$ cat config.mk
export PLATFORM = sky130hd
export DESIGN_NAME = sequence_reorder_buffer
export DESIGN_NICKNAME = d
export VERILOG_FILES = /design/src/rtl/srb_pkg.sv /design/src/rtl/srb_classify.sv /design/src/rtl/sequence_reorder_buffer.sv
export SDC_FILE = /design/constraint.sdc
export NUM_CORES = 1
export LEC_CHECK = 0
export ABC_AREA = 0
export BUFFER_PORTS_ARGS = -buffer_cell sky130_fd_sc_hd__buf_2
export CORE_ASPECT_RATIO = 1.5
export CORE_MARGIN = 1
export CORE_UTILIZATION = 50
export DETAILED_ROUTE_END_ITERATION = 7
export GPL_TIMING_DRIVEN = 1
export PLACE_DENSITY_LB_ADDON = 0.1
export SLEW_MARGIN = 10
export SYNTH_ARGS = -nofsm -noshare
export SYNTH_HDL_FRONTEND = slang
export SYNTH_SLANG_ARGS = --single-unit
$ cat constraint.sdc
create_clock -name clk -period 12.9 [get_ports clk]
set_clock_uncertainty 0.1 [all_clocks]
set_input_delay 1.29 -clock clk [delete_from_list [all_inputs] [get_ports clk]]
set_output_delay 1.29 -clock clk [all_outputs]
set_load 0.01 [all_outputs]
$ cat src/rtl/srb_pkg.sv
// ----------------------------------------------------------------------------
// srb_pkg
// Shared types and codes of the sequence reorder buffer.
// ----------------------------------------------------------------------------
package srb_pkg;

  typedef logic [1:0] status_t;

  localparam status_t ST_DELIVERED = 2'd0;
  localparam status_t ST_DUPLICATE = 2'd1;
  localparam status_t ST_BEYOND    = 2'd2;

  typedef struct packed {
    logic    in_window;
    status_t drop_status;
  } cls_t;

endpackage

$ cat src/rtl/srb_classify.sv
// ----------------------------------------------------------------------------
// srb_classify
// Sorts an incoming sequence number against the expected one (modulo 2^32)
// and works out its ring slot.
// ----------------------------------------------------------------------------
module srb_classify #(
  parameter int WINDOW = 16
) (
  input  logic [31:0]                                  seq,
  input  logic [31:0]                                  expected,
  input  logic [((WINDOW > 1) ? $clog2(WINDOW) : 1)-1:0] head,
  output srb_pkg::cls_t                                cls,
  output logic [((WINDOW > 1) ? $clog2(WINDOW) : 1)-1:0] slot
);

  localparam int SW = (WINDOW > 1) ? $clog2(WINDOW) : 1;

  logic [31:0] seq_gap;
  logic        behind;
  logic        beyond;
  logic [SW:0] sum;

  assign seq_gap = seq - expected;
  assign behind  = seq_gap[31];
  assign beyond  = !behind && (seq_gap >= 32'(WINDOW));

  assign cls.in_window   = !behind && !beyond;
  assign cls.drop_status = behind ? srb_pkg::ST_DUPLICATE : srb_pkg::ST_BEYOND;

  // gap < WINDOW when in window, so the sum stays below twice the ring size
  assign sum  = {1'b0, head} + {1'b0, seq_gap[SW-1:0]};
  assign slot = (sum >= (SW+1)'(WINDOW)) ? SW'(sum - (SW+1)'(WINDOW)) : sum[SW-1:0];

endmodule

$ cat src/rtl/sequence_reorder_buffer.sv
// ----------------------------------------------------------------------------
// sequence_reorder_buffer
// Receive-side reorder buffer: stores out-of-order words in a ring memory,
// drops duplicates and out-of-window words, releases in-order runs.
// ----------------------------------------------------------------------------
//  channel | direction | handshake          | payload
//  in      | in        | in_valid/in_stall  | in_sequence_req, in_payload_handle
//  out     | out       | out_valid/out_stall| out_status, out_sequence,
//          |           |                    | out_payload, out_last
//
//  A dropped word gives one result in the cycle after acceptance.
//  A stored word is written first, then each released word takes a memory
//  read (S_RD) and an output load (S_OUT), which waits while out is stalled;
//  when the word is stored and nothing is released, S_RD returns to idle.
//  The payload memory's single read port sets the release pace.
//  Reset (rst_n low, synchronous) clears all held flags at once; no sweep.
//  Input stalls while a run drains or the output register cannot be loaded.
// ----------------------------------------------------------------------------
module sequence_reorder_buffer #(
  parameter int WINDOW = 16
) (
  input  logic                  clk,
  input  logic                  rst_n,
  input  logic                  in_valid,
  output logic                  in_stall,
  input  logic [31:0]           in_sequence_req,
  input  logic [31:0]           in_payload_handle,
  output logic                  out_valid,
  input  logic                  out_stall,
  output srb_pkg::status_t      out_status,
  output logic [31:0]           out_sequence,
  output logic [31:0]           out_payload,
  output logic                  out_last
);

  localparam int SW = (WINDOW > 1) ? $clog2(WINDOW) : 1;
  localparam logic [SW-1:0] LAST_SLOT = SW'(WINDOW - 1);

  localparam logic [1:0] S_IDLE = 2'd0;
  localparam logic [1:0] S_RD   = 2'd1;
  localparam logic [1:0] S_OUT  = 2'd2;

  logic [1:0]        state_r, state_nxt;
  logic [31:0]       expected_r, expected_nxt;
  logic [SW-1:0]     head_r, head_nxt;
  logic [WINDOW-1:0] valid_r, valid_nxt;
  logic              out_valid_r, out_valid_nxt;
  srb_pkg::status_t  out_status_r, out_status_nxt;
  logic [31:0]       out_seq_r, out_seq_nxt;
  logic [31:0]       out_pay_r, out_pay_nxt;
  logic              out_last_r, out_last_nxt;
  logic [31:0]       rel_seq_r, rel_seq_nxt;
  logic              rel_last_r, rel_last_nxt;
  logic [31:0]       rd_data_r;

  logic [31:0]       mem [WINDOW];

  srb_pkg::cls_t     cls;
  logic [SW-1:0]     slot;
  logic [SW-1:0]     head_inc;
  logic              in_acc;
  logic              out_free;
  logic              mem_we;
  logic              mem_re;

  srb_classify #(
    .WINDOW(WINDOW)
  ) u_classify (
    .seq      (in_sequence_req),
    .expected (expected_r),
    .head     (head_r),
    .cls      (cls),
    .slot     (slot)
  );

  assign out_free = !out_valid_r || !out_stall;
  assign in_stall = !((state_r == S_IDLE) && out_free);
  assign in_acc   = in_valid && !in_stall;
  assign head_inc = (head_r == LAST_SLOT) ? '0 : head_r + 1'b1;

  always_comb begin
    state_nxt      = state_r;
    expected_nxt   = expected_r;
    head_nxt       = head_r;
    valid_nxt      = valid_r;
    out_valid_nxt  = out_valid_r;
    out_status_nxt = out_status_r;
    out_seq_nxt    = out_seq_r;
    out_pay_nxt    = out_pay_r;
    out_last_nxt   = out_last_r;
    rel_seq_nxt    = rel_seq_r;
    rel_last_nxt   = rel_last_r;
    mem_we         = 1'b0;
    mem_re         = 1'b0;

    if (out_valid_r && !out_stall) begin
      out_valid_nxt = 1'b0;
    end

    case (state_r)
      S_IDLE: begin
        if (in_acc) begin
          if (!cls.in_window || valid_r[slot]) begin
            out_valid_nxt  = 1'b1;
            out_status_nxt = cls.in_window ? srb_pkg::ST_DUPLICATE : cls.drop_status;
            out_seq_nxt    = in_sequence_req;
            out_pay_nxt    = '0;
            out_last_nxt   = 1'b1;
          end else begin
            mem_we          = 1'b1;
            valid_nxt[slot] = 1'b1;
            state_nxt       = S_RD;
          end
        end
      end
      S_RD: begin
        if (valid_r[head_r]) begin
          mem_re            = 1'b1;
          valid_nxt[head_r] = 1'b0;
          rel_seq_nxt       = expected_r;
          rel_last_nxt      = !valid_r[head_inc];
          expected_nxt      = expected_r + 32'd1;
          head_nxt          = head_inc;
          state_nxt         = S_OUT;
        end else begin
          state_nxt = S_IDLE;
        end
      end
      S_OUT: begin
        if (out_free) begin
          out_valid_nxt  = 1'b1;
          out_status_nxt = srb_pkg::ST_DELIVERED;
          out_seq_nxt    = rel_seq_r;
          out_pay_nxt    = rd_data_r;
          out_last_nxt   = rel_last_r;
          state_nxt      = rel_last_r ? S_IDLE : S_RD;
        end
      end
      default: begin
        state_nxt = S_IDLE;
      end
    endcase
  end

  always_ff @(posedge clk) begin
    if (!rst_n) begin
      state_r     <= S_IDLE;
      expected_r  <= '0;
      head_r      <= '0;
      valid_r     <= '0;
      out_valid_r <= 1'b0;
    end else begin
      state_r     <= state_nxt;
      expected_r  <= expected_nxt;
      head_r      <= head_nxt;
      valid_r     <= valid_nxt;
      out_valid_r <= out_valid_nxt;
    end
  end

  always_ff @(posedge clk) begin
    out_status_r <= out_status_nxt;
    out_seq_r    <= out_seq_nxt;
    out_pay_r    <= out_pay_nxt;
    out_last_r   <= out_last_nxt;
    rel_seq_r    <= rel_seq_nxt;
    rel_last_r   <= rel_last_nxt;
  end

  // payload ring
  always_ff @(posedge clk) begin
    if (mem_we) begin
      mem[slot] <= in_payload_handle;
    end
    if (mem_re) begin
      rd_data_r <= mem[head_r];
    end
  end

  assign out_valid    = out_valid_r;
  assign out_status   = out_status_r;
  assign out_sequence = out_seq_r;
  assign out_payload  = out_pay_r;
  assign out_last     = out_last_r;

  a_acc_idle: assert property (@(posedge clk) disable iff (!rst_n)
    in_acc |-> (state_r == S_IDLE))
    else $error("word accepted outside idle");

  a_drop_out: assert property (@(posedge clk) disable iff (!rst_n)
    (in_acc && !cls.in_window) |=> (out_valid_r && out_last_r &&
                                    out_status_r != srb_pkg::ST_DELIVERED))
    else $error("dropped word gave no final result");

  a_release_adv: assert property (@(posedge clk) disable iff (!rst_n)
    (state_r == S_RD && valid_r[head_r]) |=>
      (expected_r == $past(expected_r) + 32'd1 && !valid_r[$past(head_r)]))
    else $error("release did not advance expected number");

  a_out_load: assert property (@(posedge clk) disable iff (!rst_n)
    (state_r == S_OUT && out_free) |=>
      (out_valid_r && out_status_r == srb_pkg::ST_DELIVERED))
    else $error("released word not loaded");

  a_reset_clear: assert property (@(posedge clk)
    !rst_n |=> (valid_r == '0 && state_r == S_IDLE && !out_valid_r))
    else $error("reset left state behind");

endmodule

==> qor.txt, run 1 <==
Worst R2R End = mem[15][6]
Max-cap violations = 0
H-tree depth = 3
Initial Utilization = 50.83%
Post-Synthesis Net Count = 1,715
Top FF cell, synth = edfxtp_1
Num CTS Buffers = 67
Routed WL per cell = 25.17 um
Async SR Flop Fraction = 0%
Num rows = 107
Min-delay src = expected_r[13]
Worst path required time = 13,010 ps
DR iter-0 viols = 991
DRC Markers = 0
Final core occ = 57.34%
Clock root cell = clkbuf_16
Clock power share = 41.7%
Critical Path Start = in_sequence_req[0]
WHS Path Cells = 0
Post-synth cell types = 81
I/O pins = 137
Kind of critical path = input port to flop
FF-to-FF Start = expected_r[0]
Max frequency = 172.0 MHz
Crit path DAT = 5920 ps
Clock buffer depth = 3
Syn avg cell area = 18.09 sq um
Chip width = 198.8 um
RSZ-0062 raised after global routing = no
Switching portion of total power = 20.49%
Comb power frac = 3.4%
Maximum vdd drop = 0.1370 mV
Hold Path End = rel_seq_r[13]
Setup Buffers After CTS = 0
Hold Vio Cnt, Final = 0
R2r worst-path depth = 14
Initial antenna violation count = 4
Clk Latency, worst-skew pair = 600 ps
DR vias = 15,035
Int Pwr = 3.596 mW
Critical path peak fanout = 32
Reg2reg setup slack = 7560 ps
Sw Pwr = 0.9265 mW
P per Cell Area = 138.0 nW/um^2
GRT Overall Usage = 22.76%
IO Port Bufs = 136
Status = completed
Vias in the first global route = 16,015
TritonCTS clock tree = built
DRT antenna net count = 0
Hold buffer count at cts = 0
Global placement routability congestion = 0.8946
DRT Pass-1 Iters = 5
Worst slew margin = 19.86%
Sequential fraction of the synthesis area = 70.34%
Gates resized, CTS repair = 0
Hpwl dp = 39,970 um
Clock Sinks = 699
Fin crit share = 45.06%
Avg Vias per Cell = 5.837
Slew Viols, Final = 0
Lkg Pwr = 10.35 nW
Setup violators final = 0
Post-Synthesis Cells = 1,606
Area growth syn-to-layout = 12.81%
Final wirelength = 64,840 um
Seq cells post-synth = 699
GR Overflow Total = 0
Crit path capture type = flop
Die Span Y = 297.2 um
Fill count = 4,438
Nets = 1,874
Global-route wire length before repair = 98,570 um
Post-layout min period = 5812 ps
Mapped Area = 29,060 sq um
Total core area = 57,170 sq um
Synth Warn # = 0
Clock transition at path regs = 60 ps
Final setup TNS = 0 ps
HP Class = flop to flop
DIE AREA = 59,100 sq um
Startpoint types = input port
EDFF count, synth = 644
Slew of the pin with the lowest slew margin = 1199 ps
Sequential Power Share = 54.9%
Largest net degree at the start of global routing = 71
Ratio of cells with drive above 1 in the final layout = 27.54%
## cells in the mapped netlist, types with 5 or more instances
cell	n	area share (%)
nand3_1	25	0.43
a21oi_2	5	0.15
nor2_1	46	0.59
mux4_2	169	13
edfxtp_1	644	67
clkbuf_1	45	0.58
or2_2	5	0.11
a21o_1	13	0.34
nand2b_1	8	0.17
nand2_1	75	0.97
mux2_2	34	1.3
nor3_1	17	0.29
o211ai_1	20	0.52
o21ai_0	34	0.59
mux2i_1	5	0.17
ha_1	39	1.7
and2_1	68	1.5
xor2_1	8	0.24
nor2b_1	16	0.34
and3_1	10	0.22
nand4_1	14	0.30
dfxtp_1	55	3.8
xnor2_1	40	1.2
o21a_1	5	0.13
a211oi_1	5	0.13
buf_1	17	0.22
a21oi_1	44	0.76
inv_1	49	0.63
## kinds of logic after synthesis
| group | after synthesis | synth area share [%] |
|---|---|---|
| adder cells (fa/ha/maj) | 41 | 1.817 |
| flip-flops | 699 | 70.34 |
| AND/OR/NAND/NOR | 310 | 5.675 |
| buffers and inverters | 117 | 1.580 |
| AO/OA/AOI/OAI | 181 | 4.431 |
| XOR/XNOR | 49 | 1.524 |
| multiplexers | 209 | 14.63 |
## routing by layer
layer	vias up	GRT usage, %	routed length, um
li1	6753	-	-
met1	7793	26.93	24710
met2	370	41.13	35500
met3	115	3.288	2500
met4	4	9.176	2107
met5	-	0	25
## sequential cells by signal (all words and copies together) (netlist names), 2 cells and up
register and cells:
expected_r 32, head_r 4, mem 512, out_payload 32
out_sequence 32, out_status 2, rd_data_r 32, rel_seq_r 32
state_r 2, valid_r 16
## worst max-delay path by stage
stage | end | depth (start not counted)
after CTS | mem[15][24] | 16
after global routing | mem[15][6] | 16
final | mem[15][6] | 16
after detailed placement | mem[15][14] | 16
after global placement | mem[14][14] | 16
after floorplan | out_last | 13
## per-stage QoR
stage	hold slack (ps)	setup WS [ps]	cells	area [sq um]	power, mW
after floorplan	308.2	5157	1606	29060	2.614
after global routing	357.1	6768	2575	32780	4.672
final	334.1	7088	2576	32780	4.523
after CTS	336.3	7061	2575	32780	4.575
after global placement	316.5	6542	2459	30710	2.682
after detailed placement	321.8	6441	2459	30710	2.686
## cell usage in the layout (no fill, tap or decap), drive strengths merged, types with 12 or more instances in the layout
cell type / n
mux2: 35
edfxtp: 644
a21o: 13
inv: 53
o211ai: 21
and2: 69
clkbuf: 95
o21ai: 39
ha: 39
nand4: 14
dfxtp: 55
buf: 158
mux4: 169
nor3: 18
nor2: 46
nand3: 26
xnor2: 40
nand2: 75
and3: 12
a21oi: 50
nor2b: 16
clkinv: 13
## critical path, cell delays in order
cell      delay [ps]
buf_2             80
inv_1             70
ha_1             240
fa_1             550
inv_1             60
ha_1             260
a21o_1           150
a21oi_1          200
xnor3_1          540
a221o_1          330
a21oi_1          160
o21bai_2         100
nor4_1           170
and4_1           420
nand3_2          280
nor2_4          1000
## layout make-up
class                      count  area [sq um]  share of cell area, %
clock buffer                  95          1854                  5.657
timing repair buffer         158         845.8                  2.580
inverter                      49         183.9                 0.5611
antenna                        1         2.502               0.007634
tap                          763         954.7                  2.912
sequential                   699         20450                  62.39
multi-input combinational    790          8270                  25.23
clock inverter                21         215.2                 0.6565
## power groups by stage
stage / sequential (mW) / combinational [mW] / clock, mW
4_1_cts: 2.48 / 0.154 / 1.94
2_1_floorplan: 2.54 / 0.0730 / 0
3_5_place_dp: 2.53 / 0.154 / 0
3_3_place_gp: 2.53 / 0.150 / 0
6_report: 2.48 / 0.153 / 1.89
5_1_grt: 2.48 / 0.167 / 2.02
Power figures use the tool's default switching activity.
==> inputs of run 2 (changes only) <==
Clock period 12.9 ns to 5.8 ns, I/O delays scaled along.
==> run 2 against run 1 <==
  * Critical endpoint is now mem[12][12]
  * Sequential share of layout area is 0.58 points lower
  * Worst setup slack worse by 6200 ps
  * Total power is 120% higher
  * Largest power group unchanged
  * Register-to-register slack worse by 6700 ps
  * Highest routed layer unchanged
  * Combinational power is 130% higher
==> qor.txt, run 2 (synthesis gave the netlist of run 1 again) <==
Crit path DAT = 5090 ps (-830 ps)
Nets = 1,883 (+0.48%)
Status = completed
Crit path capture type = flop
Vias in the first global route = 16,019 (+0.025%)
P per Cell Area = 305.6 nW/um^2 (+120%)
Setup Buffers After CTS = 0 (unchanged)
FF-to-FF Start = expected_r[0]
Clock buffer depth = 3 (unchanged)
Final core occ = 57.88% (+0.54 points)
Kind of critical path = flop to flop
Worst path required time = 5970 ps (-7040 ps)
Ratio of cells with drive above 1 in the final layout = 28.56% (+1.0 points)
Max reg flops = 512 (unchanged)
GRT Overall Usage = 22.53% (-0.23 points)
R2r worst-path depth = 15 (+1)
Num rows = 107 (unchanged)
Crit-path max cell delay = 570 ps (-430 ps)
Reg2reg setup slack = 890 ps (-6670 ps)
Power Total = 10.11 mW (+120%)
Post-DP Area = 30,970 sq um (+0.86%)
Setup violators final = 0 (unchanged)
Die Span Y = 297.2 um (unchanged)
Routed WL per cell = 24.83 um (-1.3%)
Final instance area = 33,090 sq um (+0.94%)
Final wirelength = 64,250 um (-0.92%)
Avg Vias per Cell = 5.869 (+0.55%)
Most common cell after layout, fill and taps aside = edfxtp_1
Total core area = 57,170 sq um (unchanged)
Largest net degree at the start of global routing = 71 (unchanged)
DRT Pass-1 Iters = 7 (+2)
Initial Utilization = 50.83% (unchanged)
Startpoint types = flop
Slew of the pin with the lowest slew margin = 1070 ps (-129.4 ps)
Global-route wire length before repair = 97,750 um (-0.83%)
WHS Path Cells = 2 (+2)
Worst path cell trace = ha_1, fa_1, inv_1, ha_1, a21o_1, a21oi_1, xnor3_1, a221o_1, a21oi_1, o21bai_2, nor4_1, and4_1, nand3_2, nor3b_4, buf_12
Max-cap violations = 0 (unchanged)
Num CTS Buffers = 66 (-1.5%)
Hold buffer count at cts = 0 (unchanged)
H-tree depth = 3 (unchanged)
IO Port Bufs = 136 (unchanged)
DRT antenna net count = 0 (unchanged)
Area growth syn-to-layout = 13.87%
Critical path peak fanout = 32 (unchanged)
Max frequency = 203.5 MHz
Clock transition at path regs = 70 ps (about the same)
I/O pins = 137 (unchanged)
Slew Viols, Final = 0 (unchanged)
Min-delay src = in_sequence_req[2]
CP max-delay cell = fa_1
Worst R2R End = mem[12][12]
Most frequent cells in the layout = edfxtp_1, mux4_2, buf_2, nand2_1, clkbuf_16
DR vias = 15,183 (+0.98%)
RSZ-0062 raised after global routing = no
Clock root cell = clkbuf_16
Clock Sinks = 699 (unchanged)
Post-layout min period = 4915 ps
Final setup TNS = 0 ps (unchanged)
Lkg Pwr = 10.47 nW (+1.2%)
Chip width = 198.8 um (unchanged)
DR iter-0 viols = 995 (+0.40%)
Largest Register = mem
Gates resized, CTS repair = 0 (unchanged)
Clk Latency, worst-skew pair = 600 ps (about the same)
Hpwl dp = 40,150 um (+0.43%)
Critical Path Start = expected_r[0]
DRC Markers = 0 (unchanged)
DIE AREA = 59,100 sq um (unchanged)
GR Overflow Total = 0 (unchanged)
Global placement routability congestion = 0.9121 (+2.0%)
Hold Slack = 205.1 ps (-129.0 ps)
Hold Vio Cnt, Final = 0 (unchanged)
Fin crit share = 84.73%
TritonCTS clock tree = built
Maximum vdd drop = 0.2553 mV (+86%)
Hold Path End = out_sequence[2]
# diodes = 0 (-1)
Worst slew margin = 28.68% (+8.8 points)
Initial antenna violation count = 2 (-2)
HP Class = input port to flop
==> run 2: how the worst max path moves through the flow <==
stage,end,cells after the start,slack [ps]
6_report,mem[12][12],15,890
5_1_grt,mem[12][7],15,570
2_1_floorplan,out_last,13,270
4_1_cts,mem[12][10],15,880
3_5_place_dp,mem[12][4],17,530
3_3_place_gp,mem[12][4],17,590
==> run 2: cell type report <==
| class | instances | area (sq um) |
|---|---|---|
| multi-input combinational | 790 | 8270 |
| clock inverter | 41 | 382.9 |
| fill | 4369 | 24080 |
| sequential | 699 | 20450 |
| tap | 763 | 954.7 |
| timing repair buffer | 168 | 1109 |
| inverter | 49 | 183.9 |
| clock buffer | 77 | 1735 |
==> run 2: metal layers <==
metal / part of all wire (%) / track usage, % / wire (um)
met5: 0.031 / 0 / 20
met4: 2.8 / 7.839 / 1772
met3: 3.5 / 3.243 / 2279
met2: 55 / 41.36 / 35590
met1: 38 / 26.60 / 24580
==> run 2: report_power, final <==
part / switching (mW) / leakage, nW / internal (mW) / total (mW)
clock network: 1.85 / 1.03 / 2.39 / 4.24
logic: 0.231 / 3.22 / 0.114 / 0.345
registers: 0.00741 / 6.22 / 5.51 / 5.52
total: 2.09 / 10.5 / 8.02 / 10.1
==> run 2: critical path, delay by kind of cell (launching register included) <==
kind | cells | cell delay, ps
flops | 1 | 360
fa+ha+maj | 3 | 1080
xor+xnor | 1 | 540
simple gates | 4 | 1170
buf+inv | 2 | 360
compound gates | 5 | 940
==> run 2: stage by stage <==
| stage | setup WS (ps) | std cells |
|---|---|---|
| 6_report | 885.4 | 2587 |
| 5_1_grt | 568.2 | 2587 |
| 4_1_cts | 880.4 | 2587 |
| 3_5_place_dp | 531.4 | 2469 |
| 3_3_place_gp | 594.9 | 2469 |
| 2_1_floorplan | 266.5 | 1606 |
